### src/rtl/sip_pkg.sv
// ----------------------------------------------------------------------------
// sip_pkg
// shared types, codes and character constants of the string to integer parser
// ----------------------------------------------------------------------------
package sip_pkg;

  localparam int VALUE_BITS_DEFAULT    = 64;
  localparam int POSITION_BITS_DEFAULT = 16;

  localparam int BASE_W   = 6;
  localparam int DIGIT_W  = 6;
  localparam int STATUS_W = 2;
  localparam int OFFSET_W = 16;
  localparam int RESULT_W = 64;
  localparam int CFG_IDX_W  = 1;
  localparam int CFG_DATA_W = 6;

  localparam logic [BASE_W-1:0] BASE_RESET = 6'd10;
  localparam logic [BASE_W-1:0] BASE_MAX   = 6'd36;
  localparam logic [BASE_W-1:0] BASE_AUTO  = 6'd0;
  localparam logic [BASE_W-1:0] BASE_ONE   = 6'd1;
  localparam logic [BASE_W-1:0] BASE_OCT   = 6'd8;
  localparam logic [BASE_W-1:0] BASE_DEC   = 6'd10;
  localparam logic [BASE_W-1:0] BASE_HEX   = 6'd16;
  localparam logic [DIGIT_W-1:0] NO_DIGIT  = 6'd36;

  localparam logic [CFG_IDX_W-1:0] REG_NUMBER_BASE = 1'b0;
  localparam logic [CFG_IDX_W-1:0] REG_SIGNED_MODE = 1'b1;

  localparam logic [STATUS_W-1:0] ST_OK      = 2'd0;
  localparam logic [STATUS_W-1:0] ST_INVALID = 2'd1;
  localparam logic [STATUS_W-1:0] ST_RANGE   = 2'd2;

  localparam logic [2:0] PH_IDLE   = 3'd0;
  localparam logic [2:0] PH_SPACE  = 3'd1;
  localparam logic [2:0] PH_SIGNED = 3'd2;
  localparam logic [2:0] PH_ZERO   = 3'd3;
  localparam logic [2:0] PH_ZEROX  = 3'd4;
  localparam logic [2:0] PH_DIGITS = 3'd5;

  localparam logic [7:0] CH_SPACE = 8'h20;
  localparam logic [7:0] CH_TAB   = 8'h09;
  localparam logic [7:0] CH_CR    = 8'h0D;
  localparam logic [7:0] CH_PLUS  = 8'h2B;
  localparam logic [7:0] CH_MINUS = 8'h2D;
  localparam logic [7:0] CH_ZERO  = 8'h30;
  localparam logic [7:0] CH_NINE  = 8'h39;
  localparam logic [7:0] CH_LA    = 8'h61;
  localparam logic [7:0] CH_LZ    = 8'h7A;
  localparam logic [7:0] CH_UA    = 8'h41;
  localparam logic [7:0] CH_UZ    = 8'h5A;
  localparam logic [7:0] CH_LX    = 8'h78;
  localparam logic [7:0] CH_UX    = 8'h58;

  typedef struct packed {
    logic [7:0] char_code;
    logic       string_start;
  } item_t;

  typedef struct packed {
    logic [BASE_W-1:0] number_base;
    logic              signed_mode;
  } cfg_t;

  typedef struct packed {
    logic [OFFSET_W-1:0] end_offset;
    logic [STATUS_W-1:0] parse_status;
    logic [RESULT_W-1:0] parsed_value;
  } result_t;

  function automatic logic [DIGIT_W-1:0] digit_of(input logic [7:0] c);
    logic [7:0] d;
    d = 8'd36;
    if (c >= CH_ZERO && c <= CH_NINE) d = c - CH_ZERO;
    else if (c >= CH_LA && c <= CH_LZ) d = c - CH_LA + 8'd10;
    else if (c >= CH_UA && c <= CH_UZ) d = c - CH_UA + 8'd10;
    return d[DIGIT_W-1:0];
  endfunction

endpackage

### src/rtl/string_to_integer_parser.sv
// ----------------------------------------------------------------------------
// string_to_integer_parser
// parses a character stream into a 64-bit integer with status and end offset
// ----------------------------------------------------------------------------
// characters arrive on the s_axis channel, one per transaction, with tuser
// marking the first character of a new string. leading whitespace, one sign
// and an optional 0x prefix are taken, then digits in the configured base.
// the first character that is not a digit ends the string and produces one
// transaction on m_axis carrying value, status and end offset.
// the cfg port sets number_base (index 0) and signed_mode (index 1); write
// it only while no string is being parsed. the base is sampled at string start.
// an ending character passes through the input register, then the result
// register holds its result. throughput is one character per cycle unless m_axis
// stalls; the step is one radix multiply-add with overflow check per character.
// when m_axis stalls, the held result keeps its data and the parse core stops;
// s_axis takes at most one more character into the input register, then
// tready stays low until the result is taken.
// reset clears parse state and the result valid flag, base returns to 10 and
// signed mode to on; no result is pending after reset.
// ----------------------------------------------------------------------------
module string_to_integer_parser #(
  parameter int VALUE_BITS    = sip_pkg::VALUE_BITS_DEFAULT,
  parameter int POSITION_BITS = sip_pkg::POSITION_BITS_DEFAULT
) (
  input  logic                            clk,
  input  logic                            rst,
  input  logic                            cfg_we,
  input  logic [sip_pkg::CFG_IDX_W-1:0]   cfg_index,
  input  logic [sip_pkg::CFG_DATA_W-1:0]  cfg_data,
  input  logic                            s_axis_tvalid,
  output logic                            s_axis_tready,
  input  logic [7:0]                      s_axis_tdata,  // char_code
  input  logic                            s_axis_tuser,  // string_start
  output logic                            m_axis_tvalid,
  input  logic                            m_axis_tready,
  output logic [87:0]                     m_axis_tdata   // parsed_value, parse_status,
                                                         // end_offset, zero fill
);
  import sip_pkg::*;

  cfg_t    cfg;
  item_t   s_item;
  item_t   q_item;
  logic    q_valid;
  logic    q_ready;
  result_t res;

  always_ff @(posedge clk) begin
    if (rst) begin
      cfg.number_base <= BASE_RESET;
      cfg.signed_mode <= 1'b1;
    end else if (cfg_we) begin
      case (cfg_index)
        REG_NUMBER_BASE: cfg.number_base <= cfg_data[BASE_W-1:0];
        REG_SIGNED_MODE: cfg.signed_mode <= cfg_data[0];
        default: cfg.signed_mode <= cfg.signed_mode;
      endcase
    end
  end

  assign s_item.char_code    = s_axis_tdata;
  assign s_item.string_start = s_axis_tuser;

  sip_in_stage u_in (
    .clk       (clk),
    .rst       (rst),
    .in_valid  (s_axis_tvalid),
    .in_ready  (s_axis_tready),
    .in_item   (s_item),
    .out_valid (q_valid),
    .out_ready (q_ready),
    .out_item  (q_item)
  );

  sip_parse_core #(
    .VALUE_BITS    (VALUE_BITS),
    .POSITION_BITS (POSITION_BITS)
  ) u_core (
    .clk       (clk),
    .rst       (rst),
    .cfg       (cfg),
    .in_valid  (q_valid),
    .in_ready  (q_ready),
    .in_item   (q_item),
    .out_valid (m_axis_tvalid),
    .out_ready (m_axis_tready),
    .out_res   (res)
  );

  assign m_axis_tdata = {6'd0, res.end_offset, res.parse_status, res.parsed_value};

endmodule

### src/rtl/sip_in_stage.sv
// ----------------------------------------------------------------------------
// sip_in_stage
// input register between the character stream and the parse core
// ----------------------------------------------------------------------------
module sip_in_stage (
  input  logic           clk,
  input  logic           rst,
  input  logic           in_valid,
  output logic           in_ready,
  input  sip_pkg::item_t in_item,
  output logic           out_valid,
  input  logic           out_ready,
  output sip_pkg::item_t out_item
);
  import sip_pkg::*;

  logic  valid;
  item_t item;

  assign in_ready  = !valid || out_ready;
  assign out_valid = valid;
  assign out_item  = item;

  always_ff @(posedge clk) begin
    if (rst) begin
      valid <= 1'b0;
    end else if (in_ready) begin
      valid <= in_valid;
    end
  end

  always_ff @(posedge clk) begin
    if (in_ready && in_valid) begin
      item <= in_item;
    end
  end

endmodule

### src/rtl/sip_parse_core.sv
// ----------------------------------------------------------------------------
// sip_parse_core
// parse state, one-character step logic and result register
// ----------------------------------------------------------------------------
module sip_parse_core #(
  parameter int VALUE_BITS    = sip_pkg::VALUE_BITS_DEFAULT,
  parameter int POSITION_BITS = sip_pkg::POSITION_BITS_DEFAULT
) (
  input  logic             clk,
  input  logic             rst,
  input  sip_pkg::cfg_t    cfg,
  input  logic             in_valid,
  output logic             in_ready,
  input  sip_pkg::item_t   in_item,
  output logic             out_valid,
  input  logic             out_ready,
  output sip_pkg::result_t out_res
);
  import sip_pkg::*;

  localparam int VB = VALUE_BITS;
  localparam int PB = POSITION_BITS;
  localparam int PW = PB + 1;
  localparam int MW = VB + BASE_W;

  logic [2:0]        phase, phase_next;
  logic              neg, neg_next;
  logic [VB-1:0]     acc, acc_next;
  logic [BASE_W-1:0] base, base_next;
  logic              ovf, ovf_next;
  logic [PW-1:0]     pos, pos_next;
  logic              res_valid;
  result_t           res, res_next;
  logic              emit;
  logic              take;

  logic [7:0]         c;
  logic [DIGIT_W-1:0] d;
  logic               is_space;
  logic               do_prefix;
  logic               do_digit;
  logic               had_digits;
  logic               do_finish;
  logic               stepped;
  logic [PW-1:0]      fin_off;
  logic [MW-1:0]      mac;
  logic [VB-1:0]      fin_r;
  logic [VB-1:0]      half;
  logic [VB-1:0]      limit;
  logic [PB-1:0]      off_sat;
  logic [32:0]        off_wide;

  assign in_ready  = !res_valid || out_ready;
  assign take      = in_valid && in_ready;
  assign out_valid = res_valid;
  assign out_res   = res;

  assign c        = in_item.char_code;
  assign d        = digit_of(c);
  assign is_space = (c == CH_SPACE) || (c >= CH_TAB && c <= CH_CR);
  assign half     = {1'b1, {(VB-1){1'b0}}};

  always_comb begin
    phase_next = phase;
    neg_next   = neg;
    acc_next   = acc;
    base_next  = base;
    ovf_next   = ovf;
    pos_next   = pos;
    emit       = 1'b0;
    res_next   = res;
    do_prefix  = 1'b0;
    do_digit   = 1'b0;
    had_digits = 1'b0;
    do_finish  = 1'b0;
    stepped    = 1'b1;
    fin_off    = pos;
    mac        = '0;
    fin_r      = '0;
    limit      = '0;
    off_sat    = '0;
    off_wide   = '0;

    if (in_item.string_start) begin
      neg_next  = 1'b0;
      acc_next  = '0;
      ovf_next  = 1'b0;
      pos_next  = '0;
      base_next = cfg.number_base;
      if (cfg.number_base == BASE_ONE || cfg.number_base > BASE_MAX) begin
        base_next  = BASE_AUTO;
        phase_next = PH_IDLE;
        emit       = 1'b1;
        res_next   = '{end_offset: '0, parse_status: ST_INVALID, parsed_value: '0};
        stepped    = 1'b0;
      end else begin
        phase_next = PH_SPACE;
      end
    end else if (phase == PH_IDLE) begin
      stepped = 1'b0;
    end

    if (stepped) begin
      fin_off = pos_next;
      case (phase_next)
        PH_SPACE: begin
          if (is_space) begin
            phase_next = PH_SPACE;
          end else if (c == CH_PLUS || c == CH_MINUS) begin
            neg_next   = (c == CH_MINUS);
            phase_next = PH_SIGNED;
          end else begin
            do_prefix = 1'b1;
          end
        end
        PH_SIGNED: begin
          do_prefix = 1'b1;
        end
        PH_ZERO: begin
          if (c == CH_LX || c == CH_UX) begin
            phase_next = PH_ZEROX;
          end else begin
            if (base_next == BASE_AUTO) base_next = BASE_OCT;
            do_digit   = 1'b1;
            had_digits = 1'b1;
          end
        end
        PH_ZEROX: begin
          if (d < DIGIT_W'(16)) begin
            base_next  = BASE_HEX;
            acc_next   = VB'(d);
            phase_next = PH_DIGITS;
          end else begin
            if (base_next == BASE_AUTO) base_next = BASE_OCT;
            do_finish = 1'b1;
            fin_off   = pos_next - 1'b1;
          end
        end
        PH_DIGITS: begin
          do_digit   = 1'b1;
          had_digits = 1'b1;
        end
        default: begin
          phase_next = PH_IDLE;
        end
      endcase

      if (do_prefix) begin
        if ((base_next == BASE_AUTO || base_next == BASE_HEX) && c == CH_ZERO) begin
          acc_next   = '0;
          phase_next = PH_ZERO;
        end else begin
          if (base_next == BASE_AUTO) base_next = BASE_DEC;
          do_digit = 1'b1;
        end
      end

      if (do_digit) begin
        if (d >= base_next) begin
          if (!had_digits) begin
            emit       = 1'b1;
            phase_next = PH_IDLE;
            res_next   = '{end_offset: '0, parse_status: ST_INVALID, parsed_value: '0};
          end else begin
            do_finish = 1'b1;
          end
        end else begin
          mac = MW'(acc_next) * MW'(base_next) + MW'(d);
          if (|mac[MW-1:VB]) begin
            ovf_next = 1'b1;
          end else if (!ovf_next) begin
            acc_next = mac[VB-1:0];
          end
          phase_next = PH_DIGITS;
        end
      end

      if (do_finish) begin
        emit       = 1'b1;
        phase_next = PH_IDLE;
        off_sat    = fin_off[PB] ? {PB{1'b1}} : fin_off[PB-1:0];
        off_wide   = 33'(off_sat);
        res_next.end_offset = (off_wide > 33'd65535) ? 16'hFFFF : off_wide[15:0];
        fin_r = neg_next ? (VB'(0) - acc_next) : acc_next;
        limit = neg_next ? half : (half - 1'b1);
        if (ovf_next || (cfg.signed_mode && acc_next > limit)) begin
          res_next.parse_status = ST_RANGE;
          res_next.parsed_value = '0;
        end else begin
          res_next.parse_status = ST_OK;
          res_next.parsed_value = cfg.signed_mode ? RESULT_W'(signed'(fin_r))
                                                  : RESULT_W'(fin_r);
        end
      end

      if (!pos_next[PB]) pos_next = pos_next + 1'b1;
    end
  end

  always_ff @(posedge clk) begin
    if (rst) begin
      phase     <= PH_IDLE;
      neg       <= 1'b0;
      acc       <= '0;
      base      <= '0;
      ovf       <= 1'b0;
      pos       <= '0;
      res_valid <= 1'b0;
    end else begin
      if (take) begin
        phase <= phase_next;
        neg   <= neg_next;
        acc   <= acc_next;
        base  <= base_next;
        ovf   <= ovf_next;
        pos   <= pos_next;
      end
      if (in_ready) begin
        res_valid <= take && emit;
      end
    end
  end

  always_ff @(posedge clk) begin
    if (take && emit) begin
      res <= res_next;
    end
  end

  a_invalid_clean: assert property (@(posedge clk) disable iff (rst)
    res_valid && res.parse_status == ST_INVALID |->
      res.parsed_value == '0 && res.end_offset == '0)
    else $error("invalid result carries data");

  a_range_zero: assert property (@(posedge clk) disable iff (rst)
    res_valid && res.parse_status == ST_RANGE |-> res.parsed_value == '0)
    else $error("out of range result carries a value");

  a_idle_ignored: assert property (@(posedge clk) disable iff (rst)
    take && !in_item.string_start && phase == PH_IDLE |=> !res_valid)
    else $error("result from a character outside any string");

  a_bad_base: assert property (@(posedge clk) disable iff (rst)
    take && in_item.string_start &&
    (cfg.number_base == BASE_ONE || cfg.number_base > BASE_MAX) |=>
      res_valid && res.parse_status == ST_INVALID && phase == PH_IDLE)
    else $error("bad base not rejected on string start");

endmodule
### config.mk
export PLATFORM = sky130hd
export DESIGN_NAME = string_to_integer_parser
export DESIGN_NICKNAME = d
export VERILOG_FILES = /design/src/rtl/sip_pkg.sv /design/src/rtl/string_to_integer_parser.sv /design/src/rtl/sip_in_stage.sv /design/src/rtl/sip_parse_core.sv
export SDC_FILE = /design/constraint.sdc
export NUM_CORES = 2
export LEC_CHECK = 0
export BUFFER_PORTS_ARGS = -buffer_cell sky130_fd_sc_hd__buf_2
export CORE_MARGIN = 4
export CORE_UTILIZATION = 48
export CTS_BUF_LIST = sky130_fd_sc_hd__clkbuf_8 sky130_fd_sc_hd__clkbuf_16
export CTS_CLUSTER_DIAMETER = 80
export CTS_CLUSTER_SIZE = 20
export DETAILED_ROUTE_END_ITERATION = 16
export GPL_TIMING_DRIVEN = 1
export PLACE_DENSITY = 0.62
export SYNTH_ARGS = -nofsm -noshare
export SYNTH_HDL_FRONTEND = slang
export SYNTH_SLANG_ARGS = --single-unit
### constraint.sdc
create_clock -name clk -period 29.1 [get_ports clk]
set_clock_uncertainty 0.15 [all_clocks]
set_input_delay 0 -clock clk [delete_from_list [all_inputs] [get_ports clk]]
set_output_delay 0 -clock clk [all_outputs]
set_load 0.01 [all_outputs]
# After elaboration in Yosys (flattened, before gate mapping)
# Cells that the tools add are included.
# W data, S select, Z words.
[totals]
ff_bits = 192
latchBits = 0
mem_bits_rw = 0
rom_bits = 0
inputBits = 21
output_inout_bits = 90
wordCells = 173
mem_count = 0
[op_classes]
add_sub_neg = 9
mul = 1
div_mod_pow = 0
n_lt_le_gt_ge = 12
n_eq_ne = 13
shifts = 0
muxes = 96
bitwise_logic = 1
n_reduce_logical = 26
[op_table]
columns = ["operator", "count"]
rows = [
  ["$mux W64", 14],
  ["$mux W82", 7],
  ["$mux W17", 6],
  ["$mux W6", 14],
  ["$add A70 B6 Y70", 1],
  ["$mul A64 B6 Y70", 1],
  ["$mux W66", 1],
  ["$gt A64 B64 Y1", 1],
  ["$sub A1 B64 Y64 const A", 1],
  ["$mux W1", 37],
  ["$mux W3", 12],
  ["$eq A8 B6 Y1 const B", 4],
  ["$add A17 B1 Y17 const B", 1],
  ["$sub A17 B1 Y17 const B", 1],
  ["$eq A8 B7 Y1 const B", 2],
  ["$ge A8 B7 Y1 const B", 2],
  ["$le A8 B7 Y1 const B", 2],
  ["$mux W16", 1],
  ["$add A6 B4 Y6 const B", 2],
  ["$logic_not A6 Y1", 2],
  ["$pmux W3 S4", 1],
  ["$pmux W6 S2", 1],
  ["$sub A6 B6 Y6 const B", 2],
  ["$logic_and A1 B1 Y1", 9],
  ["21 further kinds", 33],
]

# Logic depth before layout (Yosys ltp)
[depth]
ltp_word = 28
mapped_depth = 54
ltp_nobuf = 47

# By module
# A second synthesis with hierarchy kept.
[unflattened]
hier_cells = 3472
area_unflattened_um2 = 28247.1
[modules_own_cells]
columns = ["module", "n_inst", "cells_per_inst", "area_per_inst_um2", "seq_area_each_um2"]
rows = [
  ["sip_parse_core", 1, 3422, 27575.2, 4324.1],
  ["string_to_integer_parser", 1, 36, 346.6, 140.1],
  ["sip_in_stage", 1, 14, 325.3, 290.3],
]

# Least setup slack after synthesis
# Ideal clock, no wire load.
[synth_timing]
path_kind = "register to register"
start = "reg u_in.item, in the netlist u_in.out_item[2]"
end = "reg u_core.out_res[33] (netlist name)"
setup_time_ps = 153
arrival_time_ps = 11285
required_time_ps = 28797
setup_slack_ps = 17513
path_stages_with_launch = 51
path_buffers = 7
period_less_slack_ps = 11587
cell_sequence = "edfxtp_1 inv_1 ha_1 or4b_1 a21oi_1 o311ai_0 o211ai_2 and2_0 clkbuf_1 a21o_1 nor4bb_1 nand4_1 nor2b_1 clkbuf_1 or2_2 fa_1 fa_1 inv_1 [15 not listed] buf_6 buf_4 mux2i_1 ha_1 nor2b_1 o21ai_0 nand2b_1 a21oi_1 nor2b_1 o211ai_1 a211oi_1 a2111oi_0 o21ai_0 nor4_1 o311ai_0 clkbuf_1 clkbuf_1 o21ai_0"
[synth_lines]
columns = ["element", "line", "text"]
rows = [
  ["from (decl)", "sip_in_stage.sv:18", "item_t item;"],
  ["from (signal assigned)", "sip_in_stage.sv:34", "item <= in_item;"],
]

==> out/qor.csv <==
stage,metric,value,unit
logic_synthesis,"Distinct cells, synth",101,
critical_path,slowest cell on the critical path,a311oi_1,
finish,Diodes inserted,0,
route,Via-to-Cell Ratio,6.19,
die,Chip Height,248,um
pwr,pwr/cell area,28.2,mW/mm^2
clock_tree,TritonCTS Buffers,17,
clock_tree,clock slew seen by the registers of the worst setup and hold paths,80,ps
route,DRT iter0 DRCs,2408,
timing,Final Hold Vio Count,0,
route,DRC Markers,0,
timing,fin crit period,14630,ps
timing,unrepaired setup endpoints after global routing,false,
logic_synthesis,ys flop type,dfxtp_1,
global_routing,grt met2 use,46.4,%
critical_path,crit path capture type,flip-flop,
clock_tree,worst skew pair latency,490,ps
finish,Finished Cell Area,0.0293,sq mm
logic_synthesis,Yosys reg bits,192,
timing,Final Max Slew Viols,0,
die,Row Count,87,
pwr,Max IR drop VDD,0.0467,mV
pwr,Pleak,13.4,nW
worst_hold_path,HP Class,primary input to flip-flop,
logic_synthesis,Synth async-reset ratio,0,%
logic_synthesis,"EDFF count, synth",91,
global_routing,vias in the first global route,25500,
global_routing,first-pass GRT wire length,147000,um
finish,Area Growth Syn to Fin,6.27,%
job,# Max-Cap Violations,0,
clock_tree,Clock Path Buffers,2,
logic_synthesis,mapped cell area,0.0275,sq mm
global_routing,layer with the highest usage,met2,
global_routing,met3 Usage GRT,6.97,%
finish,"commonest non-fill, non-tap cell in the layout",nor2_1,
placement,placed wire-length estimate,71200,um
die,die area,0.0613,sq mm
logic_synthesis,Mapped Cells,3384,
placement,I/O Buffers,104,
finish,share of cells above drive strength 1,6.88,%
die,I/O pin cnt,111,
logic_synthesis,Synth Area per Inst,8.14,sq um
timing,period utilisation layout,50.3,%
clock_tree,CTS H-tree lvls,4,
timing,Final Setup Violations,0,
finish,"commonest non-fill, non-tap cells in the layout","nor2_1 (444), nand2_1 (363), fa_1 (252)",
route,Routed WL per cell,22.6,um
global_routing,GRT Util Overall,30.3,%
placement,gpl congestion,0.970,
critical_path,CP peak stage delay,660,ps
route,Final Routed Wirelength,93100,um
die,Die Wd,248,um
finish,nets,3858,
critical_path,Worst EP arrival,14680,ps
logic_synthesis,Synth Warn #,0,
global_routing,grt ovf,0,
critical_path,CP max FO,170,
critical_path,startpoint types,flip-flop,
timing,Sum Neg Setup Slack,0,ps
logic_synthesis,register area share after synthesis,17.3,%
clock_tree,CTS-repair resized insts,0,
route,TritonRoute pass-1 iters,6,
clock_tree,Clock Sinks,192,
critical_path,Crit Path Class,flip-flop to flip-flop,
die,Initial Util,48.6,%
run_status,status,finished clean,
timing,fmax,0.0683,GHz
clock_tree,CTS Root Buffer Type,clkbuf_16,
timing,Worst-Margin Slew,1230,ps
die,Core ar.,0.0566,sq mm
global_routing,grt met1 use,43.3,%
global_routing,initial antenna violation count,0,
clock_tree,CTS tree,done,
timing,Slew HR,17.6,%
route,Detail Route Antenna Nets,0,
finish,Fillers,5557,
placement,dpl cell area,0.0284,sq mm
global_routing,largest net degree at the start of global routing,171,
route,via count,25500,
critical_path,CP required,29150,ps
==> cell type report <==
type / count / area, sq um / area share, %
multi-input combinational: 2893 / 21600 / 73.8
sequential: 192 / 4760 / 16.3
timing repair buffer: 155 / 983 / 3.36
clock buffer: 17 / 425 / 1.45
clock inverter: 15 / 203 / 0.693
inverter: 98 / 368 / 1.26
tap: 756 / 946 / 3.23
==> cell usage after synthesis, types with 35 or more instances <==
master	instances	area (sq um)
a21o_1	41	308
o21ai_1	75	375
nand4_1	55	344
inv_1	98	368
mux2i_1	65	651
nor2_1	449	1690
and2_1	186	1160
and3_1	76	475
edfxtp_1	91	2730
fa_1	252	5040
nand2_1	363	1360
xnor2_1	92	806
dfxtp_1	101	2020
nand3_1	59	295
o21ai_0	149	746
ha_1	228	2850
a21oi_1	202	1010
clkbuf_1	137	514
xor2_1	45	394
nor4_1	35	219
nor3_1	114	571
==> per-stage QoR <==
step / utilization (%) / hold WS, ps / power (W) / worst slack, ps / cells
final: 51.7 / 92.4 / 0.000826 / 14470 / 4126
after global placement: 50.1 / 29.5 / 0.000559 / 14930 / 4068
after CTS: 51.7 / 72.3 / 0.000824 / 14520 / 4126
after detailed placement: 50.1 / 28.5 / 0.000562 / 14580 / 4068
after floorplan: - / -51.1 / 0.000484 / 17510 / 3389
after global routing: 51.7 / 85.3 / 0.000864 / 13690 / 4126
==> cell families (layout without fill, tap and decap cells) <==
logic type	Yosys count	in the layout	share of synthesized area [%]
and+or+nand+nor	1509	1509	26.7
AOI/OAI and AO/OA	687	687	15.6
adders and majority gates	480	480	28.7
buffers and inverters	304	285	4.71
DFF	192	192	17.3
xor gates and xnor gates	137	137	4.36
muxes	74	74	2.73
other	1	6	0.0136
==> final timing paths <==
path              slack [ps]            endpoint             start  cells past startpoint
setup / recovery       14470  u_core.out_res[65]  u_in.out_item[2]                     47
hold / removal            90    u_in.out_item[0]      s_axis_tuser                      2
setup reg to reg       14470  u_core.out_res[65]  u_in.out_item[2]                     47
hold reg to reg          310          u_core.ovf        u_core.ovf                      2
==> sequential cells by signal, summed over array words and instances (netlist names) <==
register,count
cfg,7
u_core.acc,64
u_core.base,6
u_core.neg,1
u_core.out_res,82
u_core.out_valid,1
u_core.ovf,1
u_core.phase,3
u_core.pos,17
u_in.out_item,9
u_in.out_valid,1
==> critical path: cells and delay by family (launching register included) <==
kind | cells | cell delay [ps]
AOI/OAI and AO/OA | 20 | 4940
adders and majority gates | 7 | 2980
buffers and inverters | 7 | 1620
DFF | 1 | 510
muxes | 1 | 490
and+or+nand+nor | 12 | 3350
==> metal layers <==
| metal | up-vias | routed length (um) |
|---|---|---|
| met5 | - | 0 |
| met4 | 0 | 2450 |
| met3 | 141 | 8990 |
| met2 | 1119 | 40500 |
| met1 | 12500 | 41200 |
| li1 | 11800 | - |
==> where the power goes <==
part	total, W	internal (W)	switching, W
clock	0.000260	0.000126	0.000133
sequential	0.000320	0.000300	0.0000206
combinational	0.000246	0.0000795	0.000166
total	0.000826	0.000505	0.000320
==> what timing repair did <==
action,CTS,global route
hold buffers,26,0
endpoints found under the setup margin,0,0
endpoints found under the hold margin,62,0
setup buffers,0,0
Note: power is estimated with default switching activity, not from simulation.
